File: src/hdl/quaternion_point_rotation_core_macros.svh
// ----------------------------------------------------------------------------
// quaternion point rotation core assertion macros
// shared concurrent assertion forms, clocked on clk_i, quiet in reset
// ----------------------------------------------------------------------------
`ifndef QUATERNION_POINT_ROTATION_CORE_MACROS_SVH
`define QUATERNION_POINT_ROTATION_CORE_MACROS_SVH

// same-cycle implication
`define QPR_ASSERT(lbl, prop) \
  lbl: assert property (@(posedge clk_i) disable iff (!rst_ni) prop) \
    else $error("qpr assertion failed");

// next-cycle implication
`define QPR_ASSERT_NEXT(lbl, pre, post) \
  lbl: assert property (@(posedge clk_i) disable iff (!rst_ni) (pre) |=> (post)) \
    else $error("qpr assertion failed");

`endif

File: src/hdl/qpr_pkg.sv
// ----------------------------------------------------------------------------
// qpr_pkg
// shared widths and stage payload types of the quaternion rotation pipeline
// ----------------------------------------------------------------------------
`timescale 1ns / 1ps
`default_nettype none

package qpr_pkg;

  localparam int unsigned DataW    = 32;
  localparam int unsigned InW      = 16;
  localparam int unsigned CompW    = 17;
  localparam int unsigned RootW    = 16;
  localparam int unsigned RemW     = 20;
  localparam int unsigned NumComp  = 4;
  localparam int unsigned NumCoord = 3;
  localparam int unsigned SqrtIter = 16;

  typedef struct packed {
    logic [NumComp-1:0][DataW-1:0] t;
    logic [NumComp-1:0][CompW-1:0] cj;
    logic                          neg;
  } side_t;

  typedef struct packed {
    logic [DataW-1:0] rad;
    logic [RemW-1:0]  rem;
    logic [RootW-1:0] root;
  } sqrt_t;

endpackage

`default_nettype wire

File: src/hdl/qpr_sqrt_stage.sv
// ----------------------------------------------------------------------------
// qpr_sqrt_stage
// one root bit of the restoring square root, registered
// ----------------------------------------------------------------------------
`timescale 1ns / 1ps
`default_nettype none

module qpr_sqrt_stage #(
  parameter int unsigned IDX = 0
) (
  input  wire logic            clk_i,
  input  wire logic            en_i,
  input  wire qpr_pkg::sqrt_t  d_i,
  input  wire qpr_pkg::side_t  side_i,
  output qpr_pkg::sqrt_t       d_o,
  output qpr_pkg::side_t       side_o
);

  logic [qpr_pkg::RemW-1:0] sh;
  logic [qpr_pkg::RemW-1:0] trial;
  qpr_pkg::sqrt_t           d_d;

  always_comb begin
    sh    = {d_i.rem[qpr_pkg::RemW-3:0], d_i.rad[2*IDX+1 -: 2]};
    trial = qpr_pkg::RemW'({d_i.root, 2'b01});
    d_d   = d_i;
    if (sh >= trial) begin
      d_d.rem  = sh - trial;
      d_d.root = {d_i.root[qpr_pkg::RootW-2:0], 1'b1};
    end else begin
      d_d.rem  = sh;
      d_d.root = {d_i.root[qpr_pkg::RootW-2:0], 1'b0};
    end
  end

  always_ff @(posedge clk_i) begin
    if (en_i) begin
      d_o    <= d_d;
      side_o <= side_i;
    end
  end

endmodule

`default_nettype wire

File: config.mk
export PLATFORM = sky130hd
export DESIGN_NAME = qpr_sqrt_stage
export DESIGN_NICKNAME = d
export VERILOG_FILES = /design/src/hdl/quaternion_point_rotation_core_macros.svh /design/src/hdl/qpr_pkg.sv /design/src/hdl/qpr_sqrt_stage.sv
export SDC_FILE = /design/constraint.sdc
export NUM_CORES = 1
export LEC_CHECK = 0
export ABC_AREA = 1
export BUFFER_PORTS_ARGS = -buffer_cell sky130_fd_sc_hd__buf_4
export CAP_MARGIN = 20
export CORE_AREA = 8 8 203 205
export CTS_BUF_LIST = sky130_fd_sc_hd__clkbuf_8
export CTS_CLUSTER_SIZE = 20
export DETAILED_ROUTE_END_ITERATION = 10
export DIE_AREA = 0 0 211 213
export PLACE_DENSITY = 0.51
export SYNTH_ARGS = -nofsm -noshare
export SYNTH_HDL_FRONTEND = slang
export SYNTH_SLANG_ARGS = --single-unit
File: constraint.sdc
create_clock -name clk_i -period 2.1 [get_ports clk_i]
set_clock_uncertainty 0.2 [all_clocks]
set_input_delay 0.105 -clock clk_i [delete_from_list [all_inputs] [get_ports clk_i]]
set_output_delay 0.105 -clock clk_i [all_outputs]
set_load 0.01 [all_outputs]
==> flow_summary.toml, run 1 <==
[run_status]
status = "did not finish"
haltStage = "clock tree synthesis (4_1_cts)"
firstError = "[ERROR RSZ-0060] Max buffer count reached."

[logic_synthesis]
ys_async_sr_fraction_pct = 0
syn_inst = 590
syn_area_sq_um = 9580
synth_flop_cell = "edfxtp_1"
ys_seq_area_share_pct = 83.1
avgSynthCellArea_sq_um = 16.2
ys_ff_latch = 265
synth-edff-count = 265
synthesis.nets = 875
yosys_warnings = 0
synth.distinct_cells = 29

[cts]
clock_sinks = 265
cts_inserted_buffers = 47
post-cts-setup-buffers = 0
holdBufCountCts = 350
htree_levels = 2
clockRootBuffer = "clkbuf_8"
clock_path_buffers = 3
cts.repair.resized = 0

[floorplanning]
ios = 532
die_h_um = 213
core.rowCount = 72
die_w_um = 211
start_util_pct = 25.1

[placement]
gp_congestion = 0.845
io_buffers = 529
dp_hpwl_mm = 30.4
placed_area_sq_um = 14500
==> cell usage after synthesis (3+ instances only) <==
cell | n | area share (%)
nand2_2 | 5 | 0.33
nor2_2 | 3 | 0.20
inv_1 | 61 | 2.4
o21bai_1 | 3 | 0.24
nor2_1 | 24 | 0.94
nand3_1 | 19 | 0.99
ha_1 | 18 | 2.4
edfxtp_1 | 265 | 83
xor2_1 | 7 | 0.64
a21oi_1 | 11 | 0.57
nand2_1 | 146 | 5.7
nand3b_1 | 5 | 0.39
nand4_1 | 3 | 0.20
==> metrics by stage <==
stage               instances  setup WS (ns)  hold WS (ns)
global placement         1664         0.0353        0.0834
detailed placement       1664        0.00845        0.0843
floorplan                 590          0.283       0.00387
==> logic make-up after synthesis <==
group	share of synthesized area, %
AND/OR/NAND/NOR	9.35
AO/OA/AOI/OAI	1.21
adder cells (fa/ha/maj)	2.35
flip-flops	83.1
XOR/XNOR	0.993
buffers and inverters	3.00
==> inputs of run 2 (changes only) <==
--- a/config.mk
+++ b/config.mk
@@ -8,12 +8,10 @@
 export ABC_AREA = 1
 export BUFFER_PORTS_ARGS = -buffer_cell sky130_fd_sc_hd__buf_4
 export CAP_MARGIN = 20
-export CORE_AREA = 8 8 203 205
-export CTS_BUF_LIST = sky130_fd_sc_hd__clkbuf_8
-export CTS_CLUSTER_SIZE = 20
+export CORE_AREA = 8 8 200 202
 export DETAILED_ROUTE_END_ITERATION = 10
-export DIE_AREA = 0 0 211 213
-export PLACE_DENSITY = 0.51
+export DIE_AREA = 0 0 208 210
+export PLACE_DENSITY_LB_ADDON = 0.15
 export SYNTH_ARGS = -nofsm -noshare
 export SYNTH_HDL_FRONTEND = slang
 export SYNTH_SLANG_ARGS = --single-unit
==> run 2 against run 1 <==
Effect of this change: the run now ends clean; area after synthesis is the same; synthesized cell count is the same.
==> flow_summary.toml, run 2 <==
[placement]
pre_cts_ws_ns = -0.00165
gp_congestion = 0.829
io_buffers = 529
placed_area_sq_um = 14300
dp_hpwl_mm = 29.6

[setup_path]
critical_path.endpoint_type = "register"
worst-setup-path-type = "in -> reg"
cpLargestDelayFamily = "buffers and inverters"
crit_slowest_cell = "dlygate4sd3_1"
worstPathMaxFanout = 8
critPathLaunchType = "input pin"
startpoint = "d_i[13]"
slowest_delay_ns = 0.54
cp_num_cells = 12
crit_path_end = "d_o[16]"
timing.critical_path.buf_inv = 4
path_cells = "dlygate4sd3_1 -> buf_4 -> inv_1 -> ha_2 -> nand2_1 -> nand2_1 -> o21bai_1 -> and2_1 -> nor2_2 -> nand2_4 -> buf_4 -> xor2_2"
worstPathRequired_ns = 2.19
arrival_ns = 2.13

[logic_synthesis]
ys_ff_latch = 265
avgSynthCellArea_sq_um = 16.2
ys_async_sr_fraction_pct = 0
synth_most_common_cell = "edfxtp_1"
synth-edff-count = 265
synth.distinct_cells = 29
syn_area_sq_um = 9580
yosys_warnings = 0
synthTopCellsByCount = "265 x edfxtp_1, 146 x nand2_1, 61 x inv_1"
yosys-top-cells-area = "edfxtp_1 83%, nand2_1 5.7%, inv_1 2.4%"
synth_flop_cell = "edfxtp_1"
synth_top_area_share_pct = 83.1
syn_inst = 590
yosys.area.top_type = "edfxtp_1"
synthesis.nets = 875
ys_seq_area_share_pct = 83.1

[timing]
finalCritPeriodShare_pct = 96.8
fin_ws_ns = 0.0669
slew_violations = 0
relSlewSlack_pct = 72.2
rsz0062_at_grt = "yes"
tightest_slew_ns = 0.416
finalHoldViolCount = 0
fmax_ghz = 0.492
finalSetupViolations = 0
period_needed_ns = 2.03
whs_ns = 0.0726

[power_and_ir_drop]
power.density_nw_per_um2 = 783
finalPower_mw = 14.2
peakVddDrop_uv = 478
leakage_nw = 7.86

[cts]
clock_path_buffers = 3
htree_levels = 1
cts_inserted_buffers = 31
clock_sinks = 265
clkSlewWorstSetupHoldPaths_ns = 0.06
cts_tree = "done"
clockRootBuffer = "clkbuf_16"

[hold_path]
min_path_type = "in -> reg"

[flow_run]
drv_cap = 0

[global_route]
grt_max_degree = 68
grt_util_all_layers_pct = 17.0
grt_pass1_vias = 8444
grt_overflow = 0
antenna_found_initial = 2
grt_pass1_wl_mm = 56.1

[floorplanning]
core_region_area_sq_um = 37000
core.rowCount = 71
start_util_pct = 25.9
ios = 532
die_h_um = 210
die_w_um = 208
die_area_sq_um = 43700

[layout]
fin_util_pct = 49.0
postLayoutCellArea_sq_um = 18100
final_nets = 1719
top_register = "side_o"
final_cell_mix = "546 x buf_4, 265 x edfxtp_1, 263 x dlygate4sd3_1, 144 x nand2_1, 61 x inv_1"
drive_gt1_share_pct = 43.5
final_common_cell = "buf_4"
area_delta_synth_final_pct = 88.9
reg_top3 = "side_o (197), d_o (68)"
largest_register_ffs = 197

[detailed_routing]
routed_via_density = 4.12
drtAntennaViolNets = 0
dr.pass1.iters = 5
wl_mm = 39.2
vias = 7959
drt_iter0_drc = 424
avgRoutedWirePerCell_um = 20.3
drc_errors = 0

[run_status]
status = "finished clean"
run 2: cell counts after synthesis:
Identical to the previous run, type by type.
run 2: per-layer routing:
| metal | vias up | global-route usage [%] | wire length, um |
|---|---|---|---|
| met2 | 317 | 31.6 | 20900 |
| li1 | 3767 | - | - |
| met5 | - | 0 | 13 |
| met3 | 70 | 4.84 | 2690 |
| met1 | 3803 | 17.9 | 14000 |
| met4 | 2 | 6.88 | 1620 |
run 2: cell type report:
type / count / area [sq um]
inverter: 64 / 245
fill: 3262 / 18900
multi-input combinational: 258 / 1490
antenna: 2 / 5.00
sequential: 265 / 7960
clock buffer: 36 / 795
clock inverter: 19 / 178
tap: 474 / 593
timing repair buffer: 814 / 6830
run 2: worst min path at each step:
stage               slack [ns]  cells past startpoint          end         from
CTS                       0.03                      2      d_o[59]      d_i[59]
floorplan                0.004                      0      d_o[10]       d_i[9]
finish                    0.07                      2  side_o[162]  side_i[162]
global placement          0.08                      1  side_o[183]  side_i[183]
detailed placement        0.08                      1  side_o[120]  side_i[120]
global route              0.04                      2  side_o[153]  side_i[153]
run 2: kinds of logic (layout without fill, tap and decap cells):
group	Yosys count	after routing	share of synthesized area (%)
AOI/OAI and AO/OA	18	18	1.21
xor gates and xnor gates	10	10	0.993
adders and majority gates	18	18	2.35
buffers and inverters	67	933	3.00
DFF	265	265	83.1
other	0	2	0
and+or+nand+nor	212	212	9.35
run 2: stage by stage:
| stage | std cells | TNS [ns] |
|---|---|---|
| after floorplan | 590 | 0 |
| after global placement | 1611 | 0 |
| after detailed placement | 1611 | -0.00165 |
| after CTS | 1929 | 0 |
| after global routing | 1930 | -0.0874 |
| final | 1932 | 0 |
run 2: repair_timing:
| action | 4_1_cts | 5_1_grt |
|---|---|---|
| hold buffers | 263 | 0 |
| setup buffers | 0 | 1 |
| resized for setup | 0 | 22 |
| hold endpoints to repair | 405 | 0 |
| endpoints found under the setup margin | 0 | 19 |
run 2: report_power, final:
group / total (mW) / leakage [nW] / switching, mW / internal, mW
clock: 5.18 / 0.468 / 2.13 / 3.06
combinational: 2.51 / 4.80 / 1.14 / 1.37
sequential: 6.47 / 2.59 / 0.129 / 6.34
No activity file was read; power rests on OpenSTA's default activity.
