[src/hdl/quaternion_point_rotation_core_macros.svh]
// ----------------------------------------------------------------------------
// quaternion point rotation core assertion macros
// shared concurrent assertion forms, clocked on clk_i, quiet in reset
// ----------------------------------------------------------------------------
`ifndef QUATERNION_POINT_ROTATION_CORE_MACROS_SVH
`define QUATERNION_POINT_ROTATION_CORE_MACROS_SVH

// same-cycle implication
`define QPR_ASSERT(lbl, prop) \
  lbl: assert property (@(posedge clk_i) disable iff (!rst_ni) prop) \
    else $error("qpr assertion failed");

// next-cycle implication
`define QPR_ASSERT_NEXT(lbl, pre, post) \
  lbl: assert property (@(posedge clk_i) disable iff (!rst_ni) (pre) |=> (post)) \
    else $error("qpr assertion failed");

`endif

[src/hdl/qpr_pkg.sv]
// ----------------------------------------------------------------------------
// qpr_pkg
// shared widths and stage payload types of the quaternion rotation pipeline
// ----------------------------------------------------------------------------
`timescale 1ns / 1ps
`default_nettype none

package qpr_pkg;

  localparam int unsigned DataW    = 32;
  localparam int unsigned InW      = 16;
  localparam int unsigned CompW    = 17;
  localparam int unsigned RootW    = 16;
  localparam int unsigned RemW     = 20;
  localparam int unsigned NumComp  = 4;
  localparam int unsigned NumCoord = 3;
  localparam int unsigned SqrtIter = 16;

  typedef struct packed {
    logic [NumComp-1:0][DataW-1:0] t;
    logic [NumComp-1:0][CompW-1:0] cj;
    logic                          neg;
  } side_t;

  typedef struct packed {
    logic [DataW-1:0] rad;
    logic [RemW-1:0]  rem;
    logic [RootW-1:0] root;
  } sqrt_t;

endpackage

`default_nettype wire

[src/hdl/qpr_div_stage.sv]
// ----------------------------------------------------------------------------
// qpr_div_stage
// one quotient bit of four restoring dividers sharing the magnitude
// ----------------------------------------------------------------------------
`timescale 1ns / 1ps
`default_nettype none

module qpr_div_stage #(
  parameter int unsigned FRAC_BITS = 12,
  parameter int unsigned BIT       = 0
) (
  input  wire logic                                                        clk_i,
  input  wire logic                                                        en_i,
  input  wire qpr_pkg::side_t                                              side_i,
  input  wire logic [qpr_pkg::RootW-1:0]                                   mag_i,
  input  wire logic [qpr_pkg::NumComp-1:0][qpr_pkg::RootW+FRAC_BITS-1:0]   num_i,
  input  wire logic [qpr_pkg::NumComp-1:0][qpr_pkg::RootW-1:0]             rem_i,
  input  wire logic [qpr_pkg::NumComp-1:0][qpr_pkg::RootW+FRAC_BITS-1:0]   quo_i,
  output qpr_pkg::side_t                                                   side_o,
  output logic [qpr_pkg::RootW-1:0]                                        mag_o,
  output logic [qpr_pkg::NumComp-1:0][qpr_pkg::RootW+FRAC_BITS-1:0]        num_o,
  output logic [qpr_pkg::NumComp-1:0][qpr_pkg::RootW-1:0]                  rem_o,
  output logic [qpr_pkg::NumComp-1:0][qpr_pkg::RootW+FRAC_BITS-1:0]        quo_o
);

  logic [qpr_pkg::RootW:0]                                        sh [qpr_pkg::NumComp];
  logic [qpr_pkg::NumComp-1:0][qpr_pkg::RootW-1:0]                rem_d;
  logic [qpr_pkg::NumComp-1:0][qpr_pkg::RootW+FRAC_BITS-1:0]      quo_d;

  always_comb begin
    quo_d = quo_i;
    for (int i = 0; i < qpr_pkg::NumComp; i++) begin
      sh[i] = {rem_i[i], num_i[i][BIT]};
      if (sh[i] >= {1'b0, mag_i}) begin
        rem_d[i]      = qpr_pkg::RootW'(sh[i] - {1'b0, mag_i});
        quo_d[i][BIT] = 1'b1;
      end else begin
        rem_d[i] = sh[i][qpr_pkg::RootW-1:0];
      end
    end
  end

  always_ff @(posedge clk_i) begin
    if (en_i) begin
      side_o <= side_i;
      mag_o  <= mag_i;
      num_o  <= num_i;
      rem_o  <= rem_d;
      quo_o  <= quo_d;
    end
  end

endmodule

`default_nettype wire

[config.mk]
export PLATFORM = sky130hd
export DESIGN_NAME = qpr_div_stage
export DESIGN_NICKNAME = d
export VERILOG_FILES = /design/src/hdl/quaternion_point_rotation_core_macros.svh /design/src/hdl/qpr_pkg.sv /design/src/hdl/qpr_div_stage.sv
export SDC_FILE = /design/constraint.sdc
export NUM_CORES = 1
export LEC_CHECK = 0
export BUFFER_PORTS_ARGS = -buffer_cell sky130_fd_sc_hd__buf_2
export CAP_MARGIN = 20
export CORE_AREA = 2 2 390 392
export CTS_BUF_LIST = sky130_fd_sc_hd__clkbuf_4
export DETAILED_ROUTE_END_ITERATION = 16
export DIE_AREA = 0 0 392 394
export HOLD_SLACK_MARGIN = 0.1
export SLEW_MARGIN = 20
export SYNTH_ARGS = -nofsm -noshare
export SYNTH_HDL_FRONTEND = slang
export SYNTH_SLANG_ARGS = --single-unit
[constraint.sdc]
create_clock -name clk_i -period 3.73 [get_ports clk_i]
set_input_delay 0.373 -clock clk_i [delete_from_list [all_inputs] [get_ports clk_i]]
set_output_delay 0.373 -clock clk_i [all_outputs]
set_load 0.05 [all_outputs]
==> impl_metrics.json, run 1 <==
{
  "status": "stopped before the end",
  "stop_stage": "4_1_cts",
  "stop_error": "[ERROR RSZ-0060] Max buffer count reached.",
  "syn_inst": 1073,
  "cts_setup_buffers": 0,
  "die_h_um": 394,
  "die_w_um": 392,
  "ys_async_sr_fraction_pct": 0,
  "cts_root_buf": "clkbuf_4",
  "syn_area_per_cell_um2": 17.9,
  "cts_buffers": 144,
  "port_buffers": 1003,
  "cts.sinks": 501,
  "netlist_area_um2": 19200,
  "synth_fp_nets": 1644,
  "cts_resized": 0,
  "yosys.area.top_type": "edfxtp_1",
  "yosysWarnings": 0,
  "num_rows": 143,
  "synth_area_leaders": "edfxtp_1 (79%), ha_1 (4.2%), mux2_2 (1.4%)",
  "cts_hold_buf": 873,
  "place_hpwl_um": 84100,
  "place_congestion": 0.887,
  "start_util_pct": 12.7,
  "htree_levels": 4,
  "synth_edf_count": 501,
  "io_pins": 1004,
  "ys_seq_area_share_pct": 78.5,
  "yosysTopAreaCellShare_pct": 78.5,
  "synth-seq-cells": 501,
  "ys_types": 73,
  "cts_buffer_depth": 3,
  "synthFlopType": "edfxtp_1"
}
==> stage by stage <==
stage	worst slack (ns)	hold slack, ns	util (%)	cells	area, um2
after floorplan	0.970	0.472	-	1073	19200
after global placement	0.222	0.549	17.9	4114	26900
after detailed placement	0.222	0.551	17.9	4114	26900
==> synthesized netlist by cell type (3+ instances only) <==
| cell | count |
|---|---|
| nand4_1 | 7 |
| fa_1 | 4 |
| nand2b_1 | 14 |
| o21ai_1 | 5 |
| nand3_1 | 14 |
| a21o_1 | 21 |
| nor2b_1 | 8 |
| nor4_1 | 3 |
| a211oi_1 | 12 |
| o21ai_0 | 49 |
| a2111oi_0 | 3 |
| nand3b_1 | 3 |
| buf_4 | 3 |
| mux2_2 | 24 |
| o31a_1 | 5 |
| buf_6 | 3 |
| and4_1 | 3 |
| ha_1 | 64 |
| clkbuf_1 | 11 |
| nand2_1 | 53 |
| xor2_1 | 19 |
| xnor2_1 | 20 |
| mux2_4 | 6 |
| a31o_2 | 3 |
| edfxtp_1 | 501 |
| a31oi_1 | 3 |
| o211ai_1 | 6 |
| o21a_1 | 11 |
| a21oi_1 | 48 |
| nor3_1 | 5 |
| mux2i_1 | 11 |
| or3_1 | 4 |
| inv_1 | 37 |
| nor2_1 | 38 |
| o31ai_1 | 4 |
==> kinds of logic after synthesis <==
kind of cell | synth area share [%]
compound gates | 6.77
xor+xnor | 1.78
fa+ha+maj | 4.60
buf+inv | 1.39
flops | 78.5
mux | 2.46
simple gates | 4.47
==> run 2: changes to the inputs <==
Settings changed: CORE_AREA 2 2 390 392 to 2 2 387 389, CTS_BUF_LIST sky130_fd_sc_hd__clkbuf_4 to default, DIE_AREA 0 0 392 394 to 0 0 389 391, HOLD_SLACK_MARGIN 0.1 to default, PLACE_DENSITY_LB_ADDON from default to 0.15.
==> run 2 against run 1 <==
The run now ends clean. Synthesized area is the same. Synthesized cell count unchanged.
==> impl_metrics.json, run 2 <==
{
  "status": "finished, final reports clean",
  "antenna_found_initial": 36,
  "synth_fp_nets": 1644,
  "yosysWarnings": 0,
  "viasPerCell": 3.45,
  "start_util_pct": 12.9,
  "power_density_nw_per_um2": 531,
  "ant_nets": 0,
  "cts_root_buf": "clkbuf_16",
  "netlist_area_um2": 19200,
  "cts_hold_buf": 458,
  "grt_max_degree": 94,
  "layout_min_cycle_time_ns": 3.17,
  "path_clk_slew_ns": 0.06,
  "dieArea_um2": 152000,
  "p_leak_nw": 14.0,
  "drv_slew": 0,
  "cp_slowest_cell": "dlygate4sd3_1",
  "drtIter0Drc": 726,
  "seqPwrFrac_pct": 38.6,
  "worstPathRequired_ns": 4.13,
  "place_hpwl_um": 77100,
  "startpoint_type": "input pin",
  "synth-seq-cells": 501,
  "grt.overflow.total": 0,
  "synthMuxAreaShare_pct": 2.46,
  "io_pins": 1004,
  "grt_setup_unrepaired": "no",
  "cts_buffer_depth": 3,
  "drv_cap": 0,
  "yosys.area.top_type": "edfxtp_1",
  "cp_top_family": "buffers and inverters",
  "routedWlPerCell_um": 20.7,
  "synth_top_family_by_area": "compound AO/OA/AOI/OAI gates",
  "max_freq_mhz": 315,
  "syn_inst": 1073,
  "total_power_mw": 18.0,
  "syn_area_per_cell_um2": 17.9,
  "cts_buffers": 71,
  "cp_num_buf_inv": 6,
  "cp_slowest_stage_delay_ns": 0.53,
  "drive_gt1_share_pct": 44.6,
  "synthTopCellsByCount": "edfxtp_1 (501), ha_1 (64), nand2_1 (53)",
  "worst_pin_slew_ns": 1.04,
  "power.internal_mw": 12.0,
  "tritoncts": "yes",
  "num_rows": 142,
  "num_vias": 16000,
  "cts.sinks": 501,
  "layout_common_cells": "buf_2 (1002), edfxtp_1 (501), dlygate4sd3_1 (458), clkbuf_16 (71), ha_1 (64)",
  "finalCritPeriodShare_pct": 85.1,
  "seqCellArea_um2": 15000,
  "largest_register_ffs": 197,
  "setup_ws_ns": 0.557,
  "synth_xor_area_share_pct": 1.78,
  "final_common_cell": "buf_2",
  "nets": 3200,
  "area_delta_synth_final_pct": 76.7,
  "pre_cts_ws_ns": 0.276,
  "largest_registers": "side_o (197), num_o (112), quo_o (112)",
  "grt_pass1_vias": 16800,
  "drc_errors": 0,
  "synthAdderAreaFrac_pct": 4.60,
  "setup_violations": 0,
  "synth-simple-area-share_pct": 4.47,
  "synthFlopType": "edfxtp_1",
  "synth_compound_area_share_pct": 6.77,
  "yosysTopAreaCellShare_pct": 78.5,
  "ys_types": 73,
  "crit_chain": "dlygate4sd3_1, buf_2, inv_1, buf_4, ha_1, a21oi_1, inv_1, a21o_1, a221oi_2, a21o_1, buf_4, mux2_2",
  "synth_edf_count": 501,
  "port_buffers": 1003,
  "instances_no_fill": 4638,
  "cts_resized": 0,
  "die_h_um": 391,
  "core_um2": 149000,
  "wl_um": 95900,
  "pwr-share-comb_pct": 23.1,
  "ys_seq_area_share_pct": 78.5,
  "timing_hold_violations_final": 0,
  "ir_worst_vdd_v": 0.000269,
  "post-synth-top-count-cell": "edfxtp_1",
  "grt.total_usage_pct": 12.0,
  "fillers": 16000,
  "synth_area_leaders": "edfxtp_1 (79%), ha_1 (4.2%), mux2_2 (1.4%)",
  "grt_first_pass_wirelength_um": 128000,
  "die_w_um": 389,
  "criticalPathCategory": "in -> reg",
  "multi_input_area_um2": 3850,
  "place_congestion": 0.836,
  "drt_pass1_iterations": 5,
  "switching_share_pct": 33.0,
  "ys_async_sr_fraction_pct": 0,
  "htree_levels": 3,
  "hold_class": "in -> reg",
  "fin_tns_setup_ns": 0,
  "p_sw_mw": 5.92,
  "post-place-cells": 4042,
  "end_kind": "register",
  "crit_arrival_ns": 3.57,
  "cts_setup_buffers": 0,
  "clkPwrFrac_pct": 38.3,
  "crit_fanout": 16,
  "regMostFlops": "side_o",
  "max_slew_margin_pct": 30.7
}
[run 2: logic make-up (layout without fill, tap and decap cells)]
group | Yosys count | in the layout
mux | 41 | 41
fa+ha+maj | 68 | 68
xor+xnor | 39 | 39
compound gates | 197 | 197
other cells | 0 | 9
buf+inv | 57 | 1669
simple gates | 170 | 170
flops | 501 | 501
[run 2: metal layers]
layer	vias to the layer above	routed length, um	global-route usage [%]
met3	155	9700	5.88
met2	687	47000	20.3
met5	-	398	1.15
met4	26	3050	4.25
li1	7339	-	-
met1	7783	35800	12.8
[run 2: metrics by stage]
step | hold slack, ns | util [%] | area [um2]
after floorplan | 0.472 | - | 19200
after global placement | 0.549 | 18.1 | 26900
after detailed placement | 0.551 | 18.1 | 26900
after CTS | 0.000975 | 22.8 | 33800
after global routing | 0.0164 | 22.8 | 33800
final | 0.0765 | 22.8 | 33900
[run 2: power groups by stage]
stage / Combinational (mW) / Clock (mW) / Sequential, mW
CTS: 4.22 / 7.20 / 6.95
detailed placement: 3.77 / 0 / 7.05
global route: 4.37 / 7.40 / 6.99
global placement: 3.77 / 0 / 7.06
floorplan: 0.636 / 0 / 8.79
finish: 4.15 / 6.89 / 6.94
[run 2: final timing paths]
path / depth (start not counted) / slack (ns) / end / startpoint
max: 12 / 0.56 / rem_o[56]$_DFFE_PP_ / mag_i[10]
min: 2 / 0.08 / rem_o[42]$_DFFE_PP_ / rem_i[41]
[run 2: final cells by class]
cell class                      count  area share (%)
Antenna cell                        9          0.0665
Clock buffer                       84            5.39
Inverter                           37           0.410
Tap cell                         1944            7.19
Multi-Input combinational cell    515            11.4
Timing Repair Buffer             1503            29.5
Clock inverter                     45            1.66
Sequential cell                   501            44.4
(Power assumes the default switching activity.)
==> run 3: changes to the inputs <==
Settings changed: RECOVER_POWER from default to 50.
==> run 3 against run 2 <==
The run now ends with capacitance limit, slew limit left. Power hardly changed. Critical path depth stayed put. Sequential share of layout area is 0.14 points higher. Clock power hardly changed. Hold slack worse by 0.0011 ns. Highest routed layer unchanged. Sequential power hardly changed. First-iteration DRC count is 6.6% lower. Utilization is 0.073 points lower.
==> impl_metrics.json, run 3 (synthesized netlist as in run 2, its figures left out) <==
{
  "fillers": 16000,
  "grt.total_usage_pct": 12.0,
  "end_kind": "register",
  "startpoint_type": "input pin",
  "dieArea_um2": 152000,
  "grt.overflow.total": 0,
  "nets": 3200,
  "p_leak_nw": 13.8,
  "final_common_cell": "buf_2",
  "regMostFlops": "side_o",
  "met3_usage_pct": 5.88,
  "setup_violations": 0,
  "drtIter0Drc": 678,
  "drv_cap": 1,
  "htree_levels": 3,
  "grt_first_pass_wirelength_um": 128000,
  "routedWlPerCell_um": 20.7,
  "drc_errors": 0,
  "die_h_um": 391,
  "num_rows": 142,
  "max_slew_margin_pct": -117,
  "setup_ws_ns": 0.525,
  "layout_min_cycle_time_ns": 3.20,
  "cts_root_buf": "clkbuf_16",
  "start_util_pct": 12.9,
  "num_vias": 16000,
  "cp_slowest_cell": "dlygate4sd3_1",
  "largest_register_ffs": 197,
  "timing_hold_violations_final": 0,
  "die_w_um": 389,
  "drv_slew": 90,
  "finalCritPeriodShare_pct": 85.9,
  "cts_setup_buffers": 0,
  "crit_arrival_ns": 3.61,
  "grt_pass1_vias": 16800,
  "crit_chain": "dlygate4sd3_1, clkbuf_1, inv_1, buf_4, ha_1, a21oi_1, inv_1, a21o_1, a221oi_2, a21o_1, buf_4, mux2_2",
  "worst_pin_slew_ns": 3.26,
  "cts_buffer_depth": 3,
  "grt_setup_unrepaired": "no",
  "viasPerCell": 3.45,
  "cp_slowest_stage_delay_ns": 0.54,
  "ir_worst_vdd_v": 0.000269,
  "tritoncts": "yes",
  "ant_nets": 0,
  "wl_um": 96000,
  "antenna_found_initial": 36,
  "path_clk_slew_ns": 0.06,
  "hold_class": "in -> reg",
  "top_usage_layer": "met2",
  "cts_buffers": 71,
  "criticalPathCategory": "in -> reg",
  "hp-start": "rem_i[41]",
  "crit_fanout": 16,
  "drt_pass1_iterations": 5,
  "place_congestion": 0.836,
  "pre_cts_ws_ns": 0.276,
  "fin_tns_setup_ns": 0,
  "area_delta_synth_final_pct": 76.1,
  "cts.sinks": 501,
  "crit_start": "mag_i[10]",
  "max_freq_mhz": 312,
  "grt_max_degree": 94,
  "drive_gt1_share_pct": 42.6,
  "layout_common_cells": "buf_2 (959), edfxtp_1 (501), dlygate4sd3_1 (458), clkbuf_16 (71), clkbuf_1 (67)",
  "use_met2_pct": 20.3,
  "place_hpwl_um": 77100,
  "violations": "capacitance limit, slew limit",
  "largest_registers": "side_o (197), num_o (112), quo_o (112)",
  "worstPathRequired_ns": 4.13,
  "met1_usage_pct": 12.8,
  "power_density_nw_per_um2": 532,
  "core_um2": 149000,
  "status": "finished with violations",
  "io_pins": 1004,
  "port_buffers": 1003
}
run 3: critical path: cells and delay by family:
kind	cells	cell delay, ns
AO/OA/AOI/OAI	4	0.91
adder cells (fa/ha/maj)	1	0.32
buffers and inverters	6	1.59
multiplexers	1	0.39
run 3: metrics by stage:
stage	instance area [um2]	instances	total power [mW]	util [%]	hold WS (ns)
after global routing	33700	4632	18.7	22.7	0.0164
after global placement	26900	4042	10.8	18.1	0.549
final	33700	4640	18.0	22.7	0.0754
after CTS	33800	4629	18.4	22.8	0.000975
after detailed placement	26900	4042	10.8	18.1	0.551
after floorplan	19200	1073	9.43	-	0.472
run 3: path summary, 6_finish.rpt:
path / endpoint / cells past startpoint / slack [ns]
hold / removal: rem_o[42]$_DFFE_PP_ / 2 / 0.08
setup / recovery: rem_o[56]$_DFFE_PP_ / 12 / 0.53
run 3: metal layers:
layer | up-vias | wire length [um] | part of all wire [%]
met5 | - | 394 | 0.41
met4 | 26 | 2920 | 3.0
met3 | 151 | 9850 | 10
met2 | 679 | 47000 | 49
met1 | 7807 | 35800 | 37
li1 | 7347 | - | -
run 3: repair_timing:
item / CTS / global route
endpoints found under the hold margin: 458 / 0
gates resized for setup: 0 / 0
hold buffers: 458 / 0
setup endpoints to repair: 0 / 0
run 3: cell type report:
| type | instances | area (um2) | share of cell area [%] |
|---|---|---|---|
| flip-flops and latches | 501 | 15000 | 44.6 |
| repair buffers | 1503 | 9870 | 29.2 |
| multi-input cells | 515 | 3850 | 11.4 |
| well taps | 1944 | 2430 | 7.21 |
| clock buffers | 84 | 1830 | 5.41 |
| clock inverters | 45 | 563 | 1.67 |
| inverters | 37 | 139 | 0.412 |
| diodes | 11 | 27.5 | 0.0816 |
run 3: power by group:
part           switching, mW  internal (mW)  leakage [nW]  total (mW)
clock network           2.83           4.06          1.13        6.88
registers              0.149           6.79          4.90        6.94
logic                   2.95           1.19          7.77        4.14
total                   5.93           12.0          13.8        18.0
==> run 4: changes to the inputs <==
Settings changed: HOLD_SLACK_MARGIN from default to 0.03, RECOVER_POWER 50 to 25.
==> run 4 against run 3 <==
Combinational power is essentially flat. Die area is the same. The flow now finishes without violations. Routed wire length barely moved.
==> impl_metrics.json, run 4 (synthesized netlist as in run 2, its figures left out) <==
{
  "instances_no_fill": 4660,
  "hold_depth": 2,
  "fin_tns_setup_ns": 0,
  "grt_pass1_vias": 16800,
  "pre_cts_ws_ns": 0.276,
  "grt_setup_unrepaired": "no",
  "largest_registers": "side_o (197), num_o (112), quo_o (112)",
  "finalCritPeriodShare_pct": 85.2,
  "final_common_cell": "buf_2",
  "cp_slowest_stage_delay_ns": 0.54,
  "ir_worst_vdd_v": 0.000269,
  "largest_register_ffs": 197,
  "ant_nets": 0,
  "core_um2": 149000,
  "grt.total_usage_pct": 12.0,
  "cp_num_buf_inv": 4,
  "power_density_nw_per_um2": 529,
  "nets": 3219,
  "max_freq_mhz": 315,
  "start_util_pct": 12.9,
  "hold_end": "rem_o[37]$_DFFE_PP_",
  "grt.overflow.total": 0,
  "status": "finished, final reports clean",
  "num_vias": 16100,
  "io_pins": 1004,
  "startpoint_type": "input pin",
  "antenna_found_initial": 35,
  "path_clk_slew_ns": 0.06,
  "crit_arrival_ns": 3.58,
  "clkPwrFrac_pct": 38.3,
  "die_h_um": 391,
  "p_leak_nw": 14.0,
  "drv_slew": 0,
  "post-place-cells": 4042,
  "regMostFlops": "side_o",
  "num_rows": 142,
  "hold_class": "in -> reg",
  "crit_chain": "dlygate4sd3_1, buf_2, inv_1, ha_1, o21a_1, o31a_1, o21ai_1, a21oi_1, a221oi_2, a21o_1, buf_4, mux2_2",
  "fin_util_pct": 22.9,
  "crit_fanout": 16,
  "cts.sinks": 501,
  "timing_hold_violations_final": 0,
  "max_slew_margin_pct": 31.5,
  "switching_share_pct": 33.0,
  "die_w_um": 389,
  "cp_slowest_cell": "dlygate4sd3_1",
  "port_buffers": 1003,
  "routedWlPerCell_um": 20.6,
  "drc_errors": 0,
  "end_kind": "register",
  "seqPwrFrac_pct": 38.6,
  "criticalPathCategory": "in -> reg",
  "grt_first_pass_wirelength_um": 128000,
  "drive_gt1_share_pct": 43.2,
  "tritoncts": "yes",
  "layout_min_cycle_time_ns": 3.18,
  "cts_setup_buffers": 0,
  "setup_ws_ns": 0.554,
  "layout_common_cells": "buf_2 (974), edfxtp_1 (501), dlygate4sd3_1 (477), clkbuf_16 (71), ha_1 (64)",
  "area_delta_synth_final_pct": 77.6,
  "cts_buffers": 71,
  "p_sw_mw": 5.93,
  "setup_violations": 0,
  "dieArea_um2": 152000,
  "worstPathRequired_ns": 4.13,
  "viasPerCell": 3.45,
  "drt_pass1_iterations": 5,
  "cts_resized": 0,
  "power.internal_mw": 12.1,
  "cts_buffer_depth": 3,
  "wl_um": 96100,
  "htree_levels": 3,
  "place_hpwl_um": 77100,
  "hp-start": "rem_i[36]",
  "cp_top_family": "buffers and inverters",
  "place_congestion": 0.836,
  "drv_cap": 0,
  "worst_pin_slew_ns": 1.03,
  "pwr-share-comb_pct": 23.2,
  "grt_max_degree": 94,
  "cts_root_buf": "clkbuf_16",
  "drtIter0Drc": 752
}
-- run 4: cell types whose count changed in the layout (fill, tap and decap cells not counted) --
cell,change
clkbuf_1,-26
dlygate4sd3_1,+19
buf_2,+15
buf_4,+14
clkbuf_2,-4
buf_8,+1
diode_2,+1
-- run 4: power groups by stage --
stage / sequential (mW) / combinational [mW] / clock [mW]
after CTS: 6.95 / 4.24 / 7.20
after detailed placement: 7.05 / 3.77 / 0
after floorplan: 8.79 / 0.636 / 0
final: 6.94 / 4.17 / 6.89
after global routing: 6.99 / 4.39 / 7.40
after global placement: 7.06 / 3.77 / 0
-- run 4: worst max path at each step --
stage	slack [ns]	cells past startpoint	startpoint	end
final	0.55	12	mag_i[3]	rem_o[56]$_DFFE_PP_
after floorplan	0.97	11	mag_i[1]	rem_o[57]$_DFFE_PP_
after global routing	0.33	12	mag_i[3]	rem_o[56]$_DFFE_PP_
after detailed placement	0.28	11	mag_i[1]	rem_o[56]$_DFFE_PP_
after CTS	0.55	12	mag_i[3]	rem_o[50]$_DFFE_PP_
after global placement	0.32	11	mag_i[1]	rem_o[59]$_DFFE_PP_
-- run 4: layout make-up --
type | instances | area (um2)
inverter | 37 | 139
timing repair buffer | 1522 | 10100
sequential | 501 | 15000
clock buffer | 84 | 1830
antenna | 12 | 30.0
clock inverter | 45 | 563
fill | 16000 | 115000
multi-input combinational | 515 | 3850
tap | 1944 | 2430
-- run 4: what timing repair did --
item,in CTS,in global routing
hold buffers,477,0
endpoints found under the setup margin,0,0
endpoints found under the hold margin,477,0
-- run 4: per-layer routing --
layer  part of all wire [%]  global-route usage [%]
met1                     38                    12.9
met2                     49                    20.3
met3                    9.8                    5.72
met4                    3.1                    4.25
met5                   0.41                    1.15
-- run 4: per-stage QoR --
| stage | hold slack [ns] | total power, mW | area, um2 |
|---|---|---|---|
| global route | 0.0524 | 18.8 | 34000 |
| finish | 0.112 | 18.0 | 34000 |
| detailed placement | 0.551 | 10.8 | 26900 |
| CTS | 0.0312 | 18.4 | 34000 |
| global placement | 0.549 | 10.8 | 26900 |
| floorplan | 0.472 | 9.43 | 19200 |
